<file path="src/hw/rtl/lpmr_pkg.sv">
// ----------------------------------------------------------------------------
// lpmr_pkg
// Shared codes, constants and types of the length-prefixed message ring.
// ----------------------------------------------------------------------------
package lpmr_pkg;

   // request opcodes
   localparam logic [2:0] OP_WRITE  = 3'd0;
   localparam logic [2:0] OP_URGENT = 3'd1;
   localparam logic [2:0] OP_DATA   = 3'd2;
   localparam logic [2:0] OP_READ   = 3'd3;
   localparam logic [2:0] OP_CLEAR  = 3'd4;

   // response status codes
   localparam logic [2:0] ST_OK      = 3'd0;
   localparam logic [2:0] ST_EMPTY   = 3'd1;
   localparam logic [2:0] ST_SMALL   = 3'd2;
   localparam logic [2:0] ST_NOSPACE = 3'd3;
   localparam logic [2:0] ST_NOLOCK  = 3'd4;

   // register indexes (byte address bit 2)
   localparam logic REG_RING_WORDS = 1'b0;
   localparam logic REG_LOCK       = 1'b1;

   localparam logic [10:0] RING_WORDS_RESET = 11'd1024;
   localparam logic        LOCK_RESET       = 1'b1;

   localparam int WORD_BYTES = 4;
   localparam int WORD_SHIFT = $clog2(WORD_BYTES);

   typedef struct packed {
      logic [10:0] ring_words;
      logic        lock;
      logic        clear;
   } cfg_type;

endpackage

</file>
<file path="src/hw/rtl/lpmr_csr.sv">
// ----------------------------------------------------------------------------
// lpmr_csr
// Configuration registers behind the bus port: ring size and urgent lock.
// ----------------------------------------------------------------------------
module lpmr_csr (
   input  logic              clock,
   input  logic              reset,
   input  logic              psel,
   input  logic              penable,
   input  logic              pwrite,
   input  logic [2:0]        paddr,
   input  logic [31:0]       pwdata,
   output logic [31:0]       prdata,
   output logic              pready,
   output lpmr_pkg::cfg_type cfg
);
   import lpmr_pkg::*;

   logic [10:0] ring_words_ff;
   logic [10:0] ring_words_in;
   logic        lock_ff;
   logic        lock_in;
   logic        wr_transfer;

   assign pready      = 1'b1;
   assign wr_transfer = psel & penable & pwrite;

   always_comb begin
      ring_words_in = ring_words_ff;
      lock_in       = lock_ff;
      if (wr_transfer) begin
         if (paddr[2] == REG_RING_WORDS) begin
            ring_words_in = pwdata[10:0];
         end else begin
            lock_in = pwdata[0];
         end
      end
   end

   always_ff @(posedge clock) begin
      if (reset) begin
         ring_words_ff <= RING_WORDS_RESET;
         lock_ff       <= LOCK_RESET;
      end else begin
         ring_words_ff <= ring_words_in;
         lock_ff       <= lock_in;
      end
   end

   always_comb begin
      if (paddr[2] == REG_RING_WORDS) begin
         prdata = {21'd0, ring_words_ff};
      end else begin
         prdata = {31'd0, lock_ff};
      end
   end

   // a ring size write empties the ring
   assign cfg.ring_words = ring_words_ff;
   assign cfg.lock       = lock_ff;
   assign cfg.clear      = wr_transfer & (paddr[2] == REG_RING_WORDS);

endmodule

</file>
<file path="config.mk">
export PLATFORM = sky130hd
export DESIGN_NAME = lpmr_csr
export DESIGN_NICKNAME = d
export VERILOG_FILES = /design/src/hw/rtl/lpmr_pkg.sv /design/src/hw/rtl/lpmr_csr.sv
export SDC_FILE = /design/constraint.sdc
export NUM_CORES = 1
export LEC_CHECK = 0
export BUFFER_PORTS_ARGS = -buffer_cell sky130_fd_sc_hd__buf_4
export CORE_MARGIN = 2
export CORE_UTILIZATION = 32
export DETAILED_ROUTE_END_ITERATION = 10
export GPL_ROUTABILITY_DRIVEN = 0
export HOLD_SLACK_MARGIN = 0.15
export PLACE_DENSITY = 0.75
export SYNTH_ARGS = -nofsm -noshare
export SYNTH_HDL_FRONTEND = slang
export SYNTH_SLANG_ARGS = --single-unit
</file>
<file path="constraint.sdc">
create_clock -name clock -period 1 [get_ports clock]
set_clock_uncertainty 0.1 [all_clocks]
set_input_delay 0.15 -clock clock [delete_from_list [all_inputs] [get_ports clock]]
set_output_delay 0.15 -clock clock [all_outputs]
set_load 0.02 [all_outputs]
</file>
# After elaboration in Yosys (flattened, before gate mapping)
# Index checks and enable logic that the tools add are counted.
# classes
multipliers,0
order_cmp,0
div_mod_pow,0
n_mux,1
add_sub_neg,0
reduce_logical,2
bitwise,4
eq_ne,0
n_shift,0
# ops
operator,count
$mux 11,1
$reduce_and 2->1,2
$and 1x1->1,3
$not 1->1,1
# totals
ram_bits,0
n_memories,0
latch_bits,0
output_inout_bits,46
word_cells,9
reg_bits,12
in_bits,40
romBits,0

# Depth between registers and ports, before layout
# logic_depth
ltp_word,3
mapped_depth,4
mapped_depth_nobuf,2

# Least setup slack after synthesis
# Ideal clock, no wire load.
# synth_path
kind,reg-to-output
start,register ring_words_ff[1]
end,output prdata[1]
setup_slack_ns,-0.056
path_buffers,0
required_ns,0.750
path_stages_with_launch,2
arrival_time_ns,0.806
cell_sequence,dfxtp_1 nor2b_1
# synth_via
elab_chain_cells,1
# synth_lines
item,line_no,text
start: declaration,lpmr_csr.sv:19,logic [10:0] ring_words_ff;
start signal: assignment,lpmr_csr.sv:45,ring_words_ff <= ring_words_in;
$mux 11,lpmr_csr.sv:51,if (paddr[2] == REG_RING_WORDS) begin
end: declaration,lpmr_csr.sv:13,"output logic [31:0] prdata,"
# Every way passes these cells.

# Worst setup path in the final report
# layout_path
start,register lock_ff
end,output prdata[0]
# layout_via
elab_chain_cells,1
# layout_lines
item,line_no,text
start: declaration,lpmr_csr.sv:21,logic lock_ff;
start signal: assignment,lpmr_csr.sv:46,lock_ff <= lock_in;
$mux 11,lpmr_csr.sv:51,
# Every way passes these cells.

==> run_results.csv <==
group,metric,value,unit
floorplan,die_w,54.4,um
worst_setup_path,reg2reg_to,"lock_ff",
clock_tree,clk_path_buf_depth,2,
pwr,combPwrFrac,32.0,%
layout,fin_nets,200,
clock_tree,cts_buffers,3,
routing,vias_per_cell,4.02,
clock_tree,h-tree-depth,1,
global_routing,grt_pass1_vias,693,
synth,synth_edf_count,0,
routing,drt_pre_antenna_iters,3,
global_routing,grt_pass1_wl,2930,um
sta,drv_slew,0,
synth,synth_most_common_cell,"buf_4",
synth,ys_types,13,
global_routing,grt_remaining_overflow,0,
layout,area_growth_syn_to_layout,87.8,%
synth,async_flop_share,0,%
placement,port_buffers,40,
layout,post-route-util,62.8,%
clock_tree,clk_pin_slew,0.07,ns
synth,synth_area_leaders,"dfxtp_1 (30%), buf_4 (21%), nand2b_1 (15%)",
global_routing,grtUsageTotal,14.0,%
placement,place_ws,-0.104,ns
floorplan,dieArea,2960,um2
clock_tree,cts_tree,"yes",
clock_tree,numClockSinks,12,
synth,synth_common_cells,"buf_4 (23), nand2b_1 (20), dfxtp_1 (12), mux2i_1 (12), nor2b_1 (10)",
placement,place_area,1070,um2
routing,ant_nets,0,
synth,synthCells,91,
worst_setup_path,cp.arrival,0.98,ns
worst_setup_path,end_kind,"output pin",
floorplan,rows,18,
run,cap_violations,0,
sta,min_period_over_period,123,%
synth,synth_area,813,um2
sta,max_clock_freq,814,MHz
synth,synth_top_area_share,29.5,%
synth,ys_ff_latch,12,
pwr,max-vdd-ir-drop,0.665,mV
layout,drive_gt1_share,53.2,%
pwr,p_int,811,uW
worst_setup_path,cp.required,0.75,ns
sta,grt_setup_unrepaired,"true",
hold_path,hold_path_end,"lock_ff",
floorplan,die_h,54.4,um
clock_tree,clkLatencyLatePin,0.26,ns
worst_setup_path,crit_type,"flip-flop to output pin",
sta,hold_violations,0,
pwr,p_leak,0.000714,uW
layout,antenna-diode-count,0,
worst_setup_path,rr_worst_depth,4,
layout,finalInstanceArea,1530,um2
routing,wl_per_cell,11.1,um
routing,num_vias,755,
sta,tns,-2.20,ns
pwr,p_sw_share,29.4,%
worst_setup_path,r2r_setup_slack,0.07,ns
pwr,pwr-share-clk,24.6,%
synth,seq_area_frac_synth,29.5,%
sta,layout_setup_ws,-0.228,ns
synth,ys.flop_type,"dfxtp_1",
floorplan,coreArea,2430,um2
worst_setup_path,worst-path-max-fanout,2,
status,status,"finished, violations left",
routing,drt_iter0_drc,2,
routing,drt_wl_total,2100,um
global_routing,antenna_found_initial,0,
hold_path,min_from,"psel",
synth,yosys_warnings,0,
hold_path,hold_class,"input port to flip-flop",
global_routing,grt_max_degree,25,
status,violations,"setup timing",
sta,hold_ws,0.114,ns
hold_path,whs_path_depth,3,
placement,hpwlAfterDp,1260,um
pwr,seqPwrFrac,43.4,%
synth,syn_area_per_cell,8.94,um2
synth,yosys.area.top_type,"dfxtp_1",
worst_setup_path,r2r_start,"lock_ff",
sta,period_needed,1.23,ns
pwr,power.density,752,nW/um2
worst_setup_path,start_kind,"flip-flop",
pwr,p_sw,338,uW
clock_tree,holdBufCountCts,13,
floorplan,initial_utilization,33.4,%
routing,route.detailed.drc,0,
clock_tree,root_buffer,"clkbuf_4",
sta,setup-violations-final,22,
floorplan,ioPinCount,86,
==> cell type report <==
type | instances | area [um2]
Sequential cell | 12 | 254
Timing Repair Buffer | 72 | 706
Fill cell | 215 | 905
Multi-Input combinational cell | 71 | 508
Tap cell | 30 | 37.5
Clock buffer | 3 | 22.5
==> metrics by stage <==
step	cells	total power, uW
after floorplan	111	745
after global placement	157	768
after detailed placement	157	774
after CTS	180	1150
after global routing	188	1220
final	188	1150
==> how the worst max path moves through the flow <==
stage	startpoint	to	slack (ns)	depth (start not counted)
floorplan	ring_words_ff[1]	prdata[1]	0.02	1
global placement	paddr[2]	cfg[0]	-0.08	4
detailed placement	paddr[2]	ring_words_ff[2]	-0.10	4
CTS	lock_ff	prdata[0]	-0.24	2
global route	lock_ff	prdata[0]	-0.26	2
finish	lock_ff	prdata[0]	-0.23	2
==> routing by layer <==
| layer | global-route usage [%] | vias to the layer above | share of wire (%) | wire length (um) |
|---|---|---|---|---|
| met5 | 0 | - | 0 | 0 |
| met4 | 0 | 0 | 0 | 0 |
| met3 | 6.01 | 0 | 7.1 | 148 |
| met2 | 29.7 | 37 | 57 | 1200 |
| met1 | 12.6 | 346 | 36 | 747 |
| li1 | - | 372 | - | - |
==> cell families after synthesis <==
logic type | Yosys count | share of synthesized area (%)
simple gates | 36 | 26.9
buf+inv | 28 | 26.5
mux | 13 | 16.2
flops | 12 | 29.5
other cells | 2 | 0.923
==> layout by cell type (no fill, tap or decap) <==
cell type,n
nand2b_1,20
nor2b_4,10
nor2_1,4
dlymetal6s4s_1,2
dfxtp_1,1
dlygate4sd3_1,11
dfxtp_2,11
nand4_1,1
clkbuf_4,3
buf_6,34
mux2i_1,12
mux2_2,1
conb_1,22
and4b_1,1
buf_4,25
==> power by group through the flow <==
| stage | Sequential (uW) | Combinational [uW] | Clock, uW |
|---|---|---|---|
| after floorplan | 517 | 228 | 0 |
| after global placement | 506 | 262 | 0 |
| after detailed placement | 507 | 267 | 0 |
| after CTS | 498 | 347 | 300 |
| after global routing | 499 | 396 | 326 |
| final | 498 | 367 | 283 |
==> registers in the layout, summed over array words and instances, names as in the netlist <==
name / cells
lock_ff: 1
ring_words_ff: 11
==> critical path, cell delays in order (launching register included) <==
cell     delay, ns
dfxtp_2       0.32
mux2_2        0.26
buf_6         0.13
==> timing repair <==
item / in CTS / in global routing
pin swaps: 0 / 1
setup buffers: 7 / 8
endpoints found under the hold margin: 12 / 1
setup endpoints to repair: 24 / 25
resized for setup: 46 / 11
No activity file was read; power rests on OpenSTA's default activity.
