### src/hw/rtl/lpmr_pkg.sv
// ----------------------------------------------------------------------------
// lpmr_pkg
// Shared codes, constants and types of the length-prefixed message ring.
// ----------------------------------------------------------------------------
package lpmr_pkg;

   // request opcodes
   localparam logic [2:0] OP_WRITE  = 3'd0;
   localparam logic [2:0] OP_URGENT = 3'd1;
   localparam logic [2:0] OP_DATA   = 3'd2;
   localparam logic [2:0] OP_READ   = 3'd3;
   localparam logic [2:0] OP_CLEAR  = 3'd4;

   // response status codes
   localparam logic [2:0] ST_OK      = 3'd0;
   localparam logic [2:0] ST_EMPTY   = 3'd1;
   localparam logic [2:0] ST_SMALL   = 3'd2;
   localparam logic [2:0] ST_NOSPACE = 3'd3;
   localparam logic [2:0] ST_NOLOCK  = 3'd4;

   // register indexes (byte address bit 2)
   localparam logic REG_RING_WORDS = 1'b0;
   localparam logic REG_LOCK       = 1'b1;

   localparam logic [10:0] RING_WORDS_RESET = 11'd1024;
   localparam logic        LOCK_RESET       = 1'b1;

   localparam int WORD_BYTES = 4;
   localparam int WORD_SHIFT = $clog2(WORD_BYTES);

   typedef struct packed {
      logic [10:0] ring_words;
      logic        lock;
      logic        clear;
   } cfg_type;

endpackage

### src/hw/rtl/lpmr_ctrl.sv
// ----------------------------------------------------------------------------
// lpmr_ctrl
// Sequencer of the message ring: pointers, space check, header and word
// transfers to and from the word store, and the response register.
// ----------------------------------------------------------------------------
module lpmr_ctrl #(
   parameter int RING_WORDS    = 1024,
   parameter int MAX_MSG_WORDS = 63,
   localparam int AW = $clog2(RING_WORDS)
) (
   input  logic              clock,
   input  logic              reset,
   input  lpmr_pkg::cfg_type cfg,
   input  logic              req_valid,
   output logic              req_ready,
   input  logic [2:0]        req_opcode,
   input  logic [7:0]        req_byte_len,
   input  logic [7:0]        req_max_len,
   input  logic [31:0]       req_data_word,
   output logic              rsp_valid,
   input  logic              rsp_ready,
   output logic [2:0]        rsp_status,
   output logic              rsp_word_valid,
   output logic [31:0]       rsp_word_out,
   output logic [7:0]        rsp_msg_len,
   output logic              rsp_last,
   output logic              mem_wr_en,
   output logic [AW-1:0]     mem_wr_addr,
   output logic [31:0]       mem_wr_data,
   output logic              mem_rd_en,
   output logic [AW-1:0]     mem_rd_addr,
   input  logic [31:0]       mem_rd_data
);
   import lpmr_pkg::*;

   localparam int WCW = $clog2(MAX_MSG_WORDS + 1);
   localparam int CW  = (AW + 2 > 9) ? AW + 2 : 9;
   localparam int SW  = (AW + 1 > 11) ? AW + 1 : 11;

   localparam logic [1:0] S_IDLE = 2'd0;
   localparam logic [1:0] S_EXEC = 2'd1;
   localparam logic [1:0] S_RHDR = 2'd2;
   localparam logic [1:0] S_RDAT = 2'd3;

   logic [1:0]     state_ff, state_in;
   logic [2:0]     op_ff, op_in;
   logic [7:0]     len_ff, len_in;
   logic [7:0]     mlen_ff, mlen_in;
   logic [AW-1:0]  head_ff, head_in;
   logic [AW-1:0]  tail_ff, tail_in;
   logic [AW-1:0]  fill_ff, fill_in;
   logic [WCW-1:0] pending_ff, pending_in;
   logic [AW-1:0]  ptr_ff, ptr_in;
   logic [WCW-1:0] cnt_ff, cnt_in;
   logic           rsp_valid_ff, rsp_valid_in;
   logic [2:0]     rsp_status_ff, rsp_status_in;
   logic           rsp_word_valid_ff, rsp_word_valid_in;
   logic [31:0]    rsp_word_ff, rsp_word_in;
   logic [7:0]     rsp_len_ff, rsp_len_in;
   logic           rsp_last_ff, rsp_last_in;

   logic [SW-1:0]  size_raw;
   logic [AW:0]    ring_n;
   logic           slot_free;
   logic [6:0]     wr_words;
   logic [CW-1:0]  n_c, head_c, tail_c, free_c, need_c, span_c, base_c;
   logic [2:0]     wr_status;
   logic [AW-1:0]  wr_base;
   logic [7:0]     hdr_len;
   logic [6:0]     hdr_words_raw;
   logic [WCW-1:0] hdr_words;
   logic [AW-1:0]  head_next;

   function automatic logic [AW-1:0] wrap_inc(input logic [AW-1:0] p, input logic [AW:0] n);
      logic [AW:0] q;
      q = {1'b0, p} + {{AW{1'b0}}, 1'b1};
      wrap_inc = (q == n) ? '0 : q[AW-1:0];
   endfunction

   // ring size clamped to 2..RING_WORDS
   always_comb begin
      size_raw = SW'(cfg.ring_words);
      if (size_raw < SW'(2)) begin
         ring_n = (AW + 1)'(2);
      end else if (size_raw > SW'(RING_WORDS)) begin
         ring_n = (AW + 1)'(RING_WORDS);
      end else begin
         ring_n = size_raw[AW:0];
      end
   end

   // write start: space check and new pointer
   always_comb begin
      wr_words = 7'(({1'b0, len_ff} + 9'(WORD_BYTES - 1)) >> WORD_SHIFT);
      n_c      = CW'(ring_n);
      head_c   = CW'(head_ff);
      tail_c   = CW'(tail_ff);
      if (head_ff == tail_ff) begin
         free_c = n_c;
      end else if (head_ff > tail_ff) begin
         free_c = head_c - tail_c;
      end else begin
         free_c = n_c - tail_c + head_c;
      end
      span_c = CW'(wr_words) + CW'(1);
      need_c = CW'(wr_words) + CW'(2);
      if (op_ff == OP_URGENT && !cfg.lock) begin
         wr_status = ST_NOLOCK;
      end else if (wr_words > 7'(MAX_MSG_WORDS) || free_c < need_c) begin
         wr_status = ST_NOSPACE;
      end else begin
         wr_status = ST_OK;
      end
      if (op_ff == OP_URGENT) begin
         base_c = head_c + n_c - span_c;
      end else begin
         base_c = tail_c + span_c;
      end
      if (base_c >= n_c) begin
         base_c = base_c - n_c;
      end
      wr_base = (op_ff == OP_URGENT) ? base_c[AW-1:0] : tail_ff;
   end

   // read: header decode
   always_comb begin
      hdr_len       = mem_rd_data[7:0];
      hdr_words_raw = 7'(({1'b0, hdr_len} + 9'(WORD_BYTES - 1)) >> WORD_SHIFT);
      if (hdr_words_raw > 7'(MAX_MSG_WORDS)) begin
         hdr_words = WCW'(MAX_MSG_WORDS);
      end else begin
         hdr_words = hdr_words_raw[WCW-1:0];
      end
      head_next = wrap_inc(head_ff, ring_n);
   end

   assign slot_free = !rsp_valid_ff || rsp_ready;
   assign req_ready = (state_ff == S_IDLE);

   always_comb begin
      state_in          = state_ff;
      op_in             = op_ff;
      len_in            = len_ff;
      mlen_in           = mlen_ff;
      head_in           = head_ff;
      tail_in           = tail_ff;
      fill_in           = fill_ff;
      pending_in        = pending_ff;
      ptr_in            = ptr_ff;
      cnt_in            = cnt_ff;
      rsp_valid_in      = rsp_valid_ff && !rsp_ready;
      rsp_status_in     = rsp_status_ff;
      rsp_word_valid_in = rsp_word_valid_ff;
      rsp_word_in       = rsp_word_ff;
      rsp_len_in        = rsp_len_ff;
      rsp_last_in       = rsp_last_ff;
      mem_wr_en         = 1'b0;
      mem_wr_addr       = fill_ff;
      mem_wr_data       = req_data_word;
      mem_rd_en         = 1'b0;
      mem_rd_addr       = head_ff;

      case (state_ff)
         S_IDLE: begin
            if (req_valid && req_ready) begin
               if (req_opcode == OP_DATA) begin
                  // stray words with no open message are dropped
                  if (pending_ff != '0) begin
                     mem_wr_en  = 1'b1;
                     fill_in    = wrap_inc(fill_ff, ring_n);
                     pending_in = pending_ff - WCW'(1);
                  end
               end else if (req_opcode inside {OP_WRITE, OP_URGENT, OP_READ, OP_CLEAR}) begin
                  op_in      = req_opcode;
                  len_in     = req_byte_len;
                  mlen_in    = req_max_len;
                  pending_in = '0;
                  state_in   = S_EXEC;
               end
            end
         end
         S_EXEC: begin
            if (slot_free) begin
               rsp_valid_in      = 1'b1;
               rsp_status_in     = ST_OK;
               rsp_word_valid_in = 1'b0;
               rsp_word_in       = '0;
               rsp_len_in        = '0;
               rsp_last_in       = 1'b1;
               state_in          = S_IDLE;
               case (op_ff)
                  OP_WRITE, OP_URGENT: begin
                     rsp_status_in = wr_status;
                     if (wr_status == ST_OK) begin
                        mem_wr_en   = 1'b1;
                        mem_wr_addr = wr_base;
                        mem_wr_data = {24'd0, len_ff};
                        if (op_ff == OP_URGENT) begin
                           head_in = base_c[AW-1:0];
                        end else begin
                           tail_in = base_c[AW-1:0];
                        end
                        fill_in    = wrap_inc(wr_base, ring_n);
                        pending_in = wr_words[WCW-1:0];
                     end
                  end
                  OP_CLEAR: begin
                     head_in = '0;
                     tail_in = '0;
                     fill_in = '0;
                  end
                  OP_READ: begin
                     if (head_ff == tail_ff) begin
                        rsp_status_in = ST_EMPTY;
                     end else begin
                        // header fetch; the status is set in S_RHDR once the header word is back
                        rsp_valid_in = rsp_valid_ff && !rsp_ready;
                        mem_rd_en    = 1'b1;
                        mem_rd_addr  = head_ff;
                        state_in     = S_RHDR;
                     end
                  end
                  default: begin
                     rsp_valid_in = rsp_valid_ff && !rsp_ready;
                  end
               endcase
            end
         end
         S_RHDR: begin
            if (slot_free) begin
               rsp_valid_in      = 1'b1;
               rsp_word_valid_in = 1'b0;
               rsp_word_in       = '0;
               if (mlen_ff < hdr_len) begin
                  rsp_status_in = ST_SMALL;
                  rsp_len_in    = '0;
                  rsp_last_in   = 1'b1;
                  state_in      = S_IDLE;
               end else begin
                  rsp_status_in = ST_OK;
                  rsp_len_in    = hdr_len;
                  rsp_last_in   = (hdr_words == '0);
                  len_in        = hdr_len;
                  if (hdr_words == '0) begin
                     head_in  = head_next;
                     state_in = S_IDLE;
                  end else begin
                     mem_rd_en   = 1'b1;
                     mem_rd_addr = head_next;
                     ptr_in      = wrap_inc(head_next, ring_n);
                     cnt_in      = hdr_words;
                     state_in    = S_RDAT;
                  end
               end
            end
         end
         S_RDAT: begin
            if (slot_free) begin
               rsp_valid_in      = 1'b1;
               rsp_status_in     = ST_OK;
               rsp_word_valid_in = 1'b1;
               rsp_word_in       = mem_rd_data;
               rsp_len_in        = len_ff;
               rsp_last_in       = (cnt_ff == WCW'(1));
               cnt_in            = cnt_ff - WCW'(1);
               if (cnt_ff == WCW'(1)) begin
                  head_in  = ptr_ff;
                  state_in = S_IDLE;
               end else begin
                  mem_rd_en   = 1'b1;
                  mem_rd_addr = ptr_ff;
                  ptr_in      = wrap_inc(ptr_ff, ring_n);
               end
            end
         end
         default: begin
            state_in = S_IDLE;
         end
      endcase

      if (cfg.clear) begin
         head_in    = '0;
         tail_in    = '0;
         fill_in    = '0;
         pending_in = '0;
      end
   end

   always_ff @(posedge clock) begin
      if (reset) begin
         state_ff     <= S_IDLE;
         head_ff      <= '0;
         tail_ff      <= '0;
         fill_ff      <= '0;
         pending_ff   <= '0;
         rsp_valid_ff <= 1'b0;
      end else begin
         state_ff     <= state_in;
         head_ff      <= head_in;
         tail_ff      <= tail_in;
         fill_ff      <= fill_in;
         pending_ff   <= pending_in;
         rsp_valid_ff <= rsp_valid_in;
      end
   end

   always_ff @(posedge clock) begin
      op_ff             <= op_in;
      len_ff            <= len_in;
      mlen_ff           <= mlen_in;
      ptr_ff            <= ptr_in;
      cnt_ff            <= cnt_in;
      rsp_status_ff     <= rsp_status_in;
      rsp_word_valid_ff <= rsp_word_valid_in;
      rsp_word_ff       <= rsp_word_in;
      rsp_len_ff        <= rsp_len_in;
      rsp_last_ff       <= rsp_last_in;
   end

   assign rsp_valid      = rsp_valid_ff;
   assign rsp_status     = rsp_status_ff;
   assign rsp_word_valid = rsp_word_valid_ff;
   assign rsp_word_out   = rsp_word_ff;
   assign rsp_msg_len    = rsp_len_ff;
   assign rsp_last       = rsp_last_ff;

endmodule

### config.mk
export PLATFORM = sky130hd
export DESIGN_NAME = lpmr_ctrl
export DESIGN_NICKNAME = d
export VERILOG_FILES = /design/src/hw/rtl/lpmr_pkg.sv /design/src/hw/rtl/lpmr_ctrl.sv
export SDC_FILE = /design/constraint.sdc
export NUM_CORES = 1
export LEC_CHECK = 0
export BUFFER_PORTS_ARGS = -buffer_cell sky130_fd_sc_hd__buf_2
export CORE_MARGIN = 4
export CORE_UTILIZATION = 45
export DETAILED_ROUTE_END_ITERATION = 7
export PLACE_DENSITY = 0.69
export SYNTH_ARGS = -nofsm -noshare
export SYNTH_HDL_FRONTEND = slang
export SYNTH_SLANG_ARGS = --single-unit
### constraint.sdc
create_clock -name clock -period 11.25 [get_ports clock]
set_input_delay 0.5625 -clock clock [delete_from_list [all_inputs] [get_ports clock]]
set_output_delay 0.5625 -clock clock [all_outputs]
set_load 0.05 [all_outputs]
; Yosys cells after proc, flatten, opt, wreduce, memory -nomap -nowiden
; Index checks and enable logic that the tools add are counted.
[totals]
ramBits = 0
word_cells = 249
out_inout_bits = 101
in_bits = 100
mem_count = 0
latch_bits = 0
ff_bits = 119
romBits = 0
[op_classes]
shift = 0
n_mul = 0
mux = 129
n_eq_ne = 40
bitwise = 1
magnitude_cmp = 8
addsub = 18
div = 0
reduce_logical = 37
[ops]
columns = cell, count
row1 = $mux 10, 36
row2 = $mux 32, 6
row3 = $pmux 10 s2, 6
row4 = $mux 6, 12
row5 = $mux 8, 9
row6 = $pmux 32 s2, 1
row7 = $add 10x1->11 const B, 5
row8 = $eq 11x11->1, 5
row9 = $mux 12, 3
row10 = $pmux 10 s3, 1
row11 = $mux 2, 13
row12 = $ne 2x2->1 const B, 12
row13 = $pmux 6 s2, 2
row14 = $pmux 8 s3, 1
row15 = $mux 1, 23
row16 = $mux 11, 2
row17 = $reduce_and 7->1, 3
row18 = $add 8x2->9 const B, 2
row19 = $pmux 8 s2, 1
row20 = $gt 7x6->1 const B, 2
row21 = $add 10x11->12, 1
row22 = $add 12x10->12, 1
row23 = $ge 12x11->1, 1
row24 = $lt 12x8->1, 1
row25 = 47 further kinds, 84

; Depth between registers and ports, before layout
[depth]
word_depth = 16
mapped_depth = 43
ltp_nobuf = 42

; Worst setup path before layout
; OpenSTA, ideal clock, no wires.
[synth_path]
path_kind = reg2reg
startpoint = register len_ff[1]
endpoint = register fill_ff[4]
path_slack_ps = 3350
setup_time_ps = 131
t_required_ps = 11119
path_stages_with_launch = 41
t_arrival_ps = 7770
path_buffers = 1
path_cell_list = edfxtp_1 -> nor2_1 -> nor2b_1 -> nand2_1 -> xnor2_1 -> ha_1 -> nor3b_1 -> a21oi_1 -> nand3b_1 -> xnor2_1 -> inv_1 -> fa_1 -> ha_1 -> and3_1 -> a211o_1 -> a21o_1 -> a21oi_1 -> o21bai_1 -> (+5 left out) -> nor2_1 -> o31ai_1 -> nor3b_2 -> mux2i_2 -> buf_6 -> o311ai_1 -> inv_2 -> ha_1 -> nand3_1 -> o21ai_2 -> a31oi_4 -> o21a_2 -> xnor2_1 -> or4_4 -> nor4_4 -> a311oi_4 -> a221oi_2 -> a211oi_2
[synth_via]
elab_chain_len = 14
elab_cells_between_ends = 25
cone_classes = add/sub: 7 / order compare: 3 / eq/ne: 2 / mux: 10 / reduce/logical: 3
[synth_rtl]
columns = item, line
row1 = "start, declared", lpmr_ctrl.sv:47  ; logic [7:0] len_ff, len_in;
row2 = "start signal, assigned", lpmr_ctrl.sv:309  ; len_ff <= len_in;
row3 = $add 8x2->9 (*), lpmr_ctrl.sv:94  ; wr_words = 7'(({1'b0, len_ff} + 9'(WORD_BYTES - 1)) >> WORD_SHIFT);
row4 = $add 7x1->8, lpmr_ctrl.sv:105  ; span_c = CW'(wr_words) + CW'(1);
row5 = $sub 12x8->12 / $add 10x8->11 (equally long branches), "lpmr_ctrl.sv:115, lpmr_ctrl.sv:117"
row6 = $mux 12, lpmr_ctrl.sv:114  ; if (op_ff == OP_URGENT) begin
row7 = $sub 10x10->10 / $ge 12x11->1 (equally long branches), "lpmr_ctrl.sv:120, lpmr_ctrl.sv:119"
row8 = $mux 10, lpmr_ctrl.sv:119  ; if (base_c >= n_c) begin
row9 = $mux 10, lpmr_ctrl.sv:122  ; wr_base = (op_ff == OP_URGENT) ? base_c[AW-1:0] : tail_ff;
row10 = $add 10x1->11, lpmr_ctrl.sv:76  ; q = {1'b0, p} + {{AW{1'b0}}, 1'b1};
row11 = $eq 11x11->1, lpmr_ctrl.sv:77  ; wrap_inc = (q == n) ? '0 : q[AW-1:0];
row12 = $mux 10, lpmr_ctrl.sv:77
row13 = $mux 10, lpmr_ctrl.sv:194  ; if (wr_status == ST_OK) begin
row14 = $pmux 10 s2, lpmr_ctrl.sv:191  ; case (op_ff)
row15 = $mux 10, lpmr_ctrl.sv:183  ; if (slot_free) begin
row16 = $pmux 10 s2, lpmr_ctrl.sv:163  ; case (state_ff)
row17 = "end signal, assigned", lpmr_ctrl.sv:301  ; fill_ff <= fill_in;
row18 = "end, declared", lpmr_ctrl.sv:51  ; logic [AW-1:0] fill_ff, fill_in;
; Mark *: on every way between the ends. The rest lies on a longest branch, timed or not. The select of a mux whose other input is x is not followed.
; A chain may end at the register's enable or synchronous reset.

; Worst setup path after layout
; Ends and elaborated chain as after synthesis.

==> flow_metrics.env <==
export IMPL_status="finished, final reports clean"
export IMPL_clkTransAtPathRegs_ns=0.06
export IMPL_ys_warn_count=0
export IMPL_crit_type="reg2reg"
export IMPL_gp_congestion=0.9763
export IMPL_avgSynthCellArea_sq_um=8.547
export IMPL_cts_tree="yes"
export IMPL_synth_top_area_share_pct=20.99
export IMPL_slowest_delay_ns=0.72
export IMPL_insertion_delay_ns=0.43
export IMPL_cpMostUsedCell="ha_1"
export IMPL_max_freq_mhz=107.0
export IMPL_seq_area_frac_synth_pct=27.81
export IMPL_io_buffers=200
export IMPL_fin_worst_skew_ns=0.01541
export IMPL_grt_pass1_wl_mm=59.46
export IMPL_cts_buffers_inserted=17
export IMPL_via_count=11020
export IMPL_wl_per_cell_um=20.68
export IMPL_insertedDiodeCount=0
export IMPL_grt_max_degree=48
export IMPL_nNetsFinal=1730
export IMPL_met3_usage_pct=4.415
export IMPL_postCtsHoldBufs=0
export IMPL_dp_hpwl_mm=30.10
export IMPL_crit_path_start_kind="flop"
export IMPL_post_cts_setup_buffer_count=0
export IMPL_ios=201
export IMPL_drive_gt1_share_pct=20.14
export IMPL_dpl_worst_slack_ns=2.076
export IMPL_avgViaCountPerCell=5.894
export IMPL_final_cells=1869
export IMPL_worstPathArrival_ns=9.62
export IMPL_final_common_cell="buf_2"
export IMPL_timing_hold_ws_ns=0.3102
export IMPL_die_h_um=167.5
export IMPL_layout_setup_ws_ns=1.903
export IMPL_synthCells=1339
export IMPL_overflow=0
export IMPL_drtPass1Iterations=8
export IMPL_antenna_found_initial=0
export IMPL_ys_seq_elements=119
export IMPL_worst_pin_slew_ns=1.006
export IMPL_placedCellCount=1837
export IMPL_synth_main_ff_cell="edfxtp_1"
export IMPL_met2_usage_pct=43.29
export IMPL_grt_busiest_layer="met2"
export IMPL_yosys_top_cells_area="edfxtp_1 21%, ha_1 9.1%, xnor2_1 7.0%"
export IMPL_min_period_ns=9.347
export IMPL_finalSetupTns_ns=0
export IMPL_routed_wl_mm=38.64
export IMPL_cp_max_fo=12
export IMPL_cts_root_buffer="clkbuf_16"
export IMPL_num_rows=58
export IMPL_final_setup_viol_count=0
export IMPL_drcViolationCount=0
export IMPL_area_growth_pct=16.93
export IMPL_synthArstFlopShare_pct=0
export IMPL_cts_sinks=119
export IMPL_h_tree_depth=4
export IMPL_final_hold_violation_count=0
export IMPL_start_util_pct=45.58
export IMPL_ir_drop_uv=73.62
export IMPL_synth_largest_area_cell="edfxtp_1"
export IMPL_min_path_type="in2reg"
export IMPL_grt_usage_pct=26.61
export IMPL_cellPowerDensity_nw_per_um2=151.8
export IMPL_synth_distinct_cells=87
export IMPL_die_x_um=167.5
export IMPL_crit_path_end_kind="flop"
export IMPL_crit_required_ns=11.53
export IMPL_max_clock_path_buffers=2
export IMPL_most_common_layout_cells="200 x buf_2, 102 x nand2_1, 100 x inv_1, 98 x nor2_1, 91 x xnor2_1"
export IMPL_syn_cell_area_sq_um=11440
export IMPL_maxSlewHeadroom_pct=32.68
export IMPL_total_power_mw=2.031
export IMPL_coreArea_sq_um=25110
export IMPL_grt_pass1_vias=10480
export IMPL_rsz0062_at_grt="false"
export IMPL_gr_usage_met1_pct=35.80
export IMPL_critical_path_slowest_cell="mux2i_2"
export IMPL_drv_cap=0
export IMPL_synth_enable_flop_cells=80
export IMPL_maxSlewViolCount=0
export IMPL_cts_resized=0
export IMPL_drtIter0Drc=957
export IMPL_die_area_sq_um=28050
export IMPL_fin_crit_sh_pct=83.09
export IMPL_power_leakage_nw=5.664
export IMPL_route_antenna_remaining_nets=0
-- cell type report --
class                   count  area, sq um
repair buffers            218         1136
clock inverters            15        150.1
clock buffers              17        425.4
well taps                 330        412.9
inverters                 104        390.4
flip-flops and latches    119         3183
fillers                  2395        11730
multi-input cells        1066         7685
-- cell usage after synthesis (5+ instances only) --
cell and number:
a211oi_1 23, a21o_1 22, a21oi_1 90, a221oi_1 5, a22o_1 8, a22oi_1 6, a31oi_1 11, and2_1 32
and3_1 9, clkbuf_1 44, dfxtp_1 39, edfxtp_1 80, fa_1 21, ha_1 83, inv_1 100, mux2_2 26
mux2i_1 19, nand2_1 102, nand2b_1 13, nand3_1 44, nand3b_1 5, nand4_1 12, nor2_1 99, nor2b_1 40
nor3_1 35, nor4_1 10, o211ai_1 6, o21a_1 7, o21ai_0 69, o21bai_1 7, o221ai_1 10, o22ai_1 17
or2_2 6, or3_1 10, xnor2_1 91, xor2_1 48
-- per-stage QoR --
stage          instance area [sq um]  util [%]
6_report                       13380     53.30
5_1_grt                        13380     53.30
4_1_cts                        13380     53.30
3_5_place_dp                   12810     51.01
3_3_place_gp                   12800     50.98
2_1_floorplan                  11450         -
-- kinds of logic after synthesis --
kind of cell	count (synthesis)	synth area share (%)
and+or+nand+nor	438	19.43
AOI/OAI and AO/OA	334	19.46
buffers and inverters	155	5.171
xor gates and xnor gates	141	10.98
DFF	119	27.81
adders and majority gates	104	12.75
muxes	46	4.340
other	2	0.06562
-- flip-flops by register name, summed over array words and instances (netlist names), 8 cells and up --
signal / count
fill_ff: 10
head_ff: 10
len_ff: 8
mlen_ff: 8
ptr_ff: 10
rsp_msg_len: 8
rsp_word_out: 32
tail_ff: 10
-- path summary, 6_finish.rpt --
path / cells after the start / slack, ns / end / start
worst max-delay path: 40 / 1.90 / fill_ff[4] / len_ff[1]
worst min-delay path: 1 / 0.31 / mlen_ff[5] / req_max_len[5]
worst min register to register: 2 / 0.49 / tail_ff[6] / tail_ff[6]
worst max register to register: 40 / 1.90 / fill_ff[4] / len_ff[1]
-- routing by layer --
metal | routed length (um) | up-vias
li1 | - | 5191
met3 | 2973 | 86
met4 | 1243 | 0
met1 | 16440 | 5262
met5 | 0 | -
met2 | 17990 | 476
-- power by group --
part / internal, mW / switching [mW] / total, mW
registers: 0.502 / 0.0246 / 0.526
clock network: 0.326 / 0.230 / 0.556
logic: 0.335 / 0.614 / 0.949
-- worst max-delay path, delay by kind of cell (launching register included) --
| family | cells | cell delay, ns |
|---|---|---|
| compound gates | 16 | 2.69 |
| simple gates | 12 | 2.41 |
| fa+ha+maj | 5 | 1.72 |
| xor+xnor | 4 | 1.01 |
| mux | 1 | 0.72 |
| flops | 1 | 0.42 |
| buf+inv | 2 | 0.21 |
No activity file was read; power rests on OpenSTA's default activity.
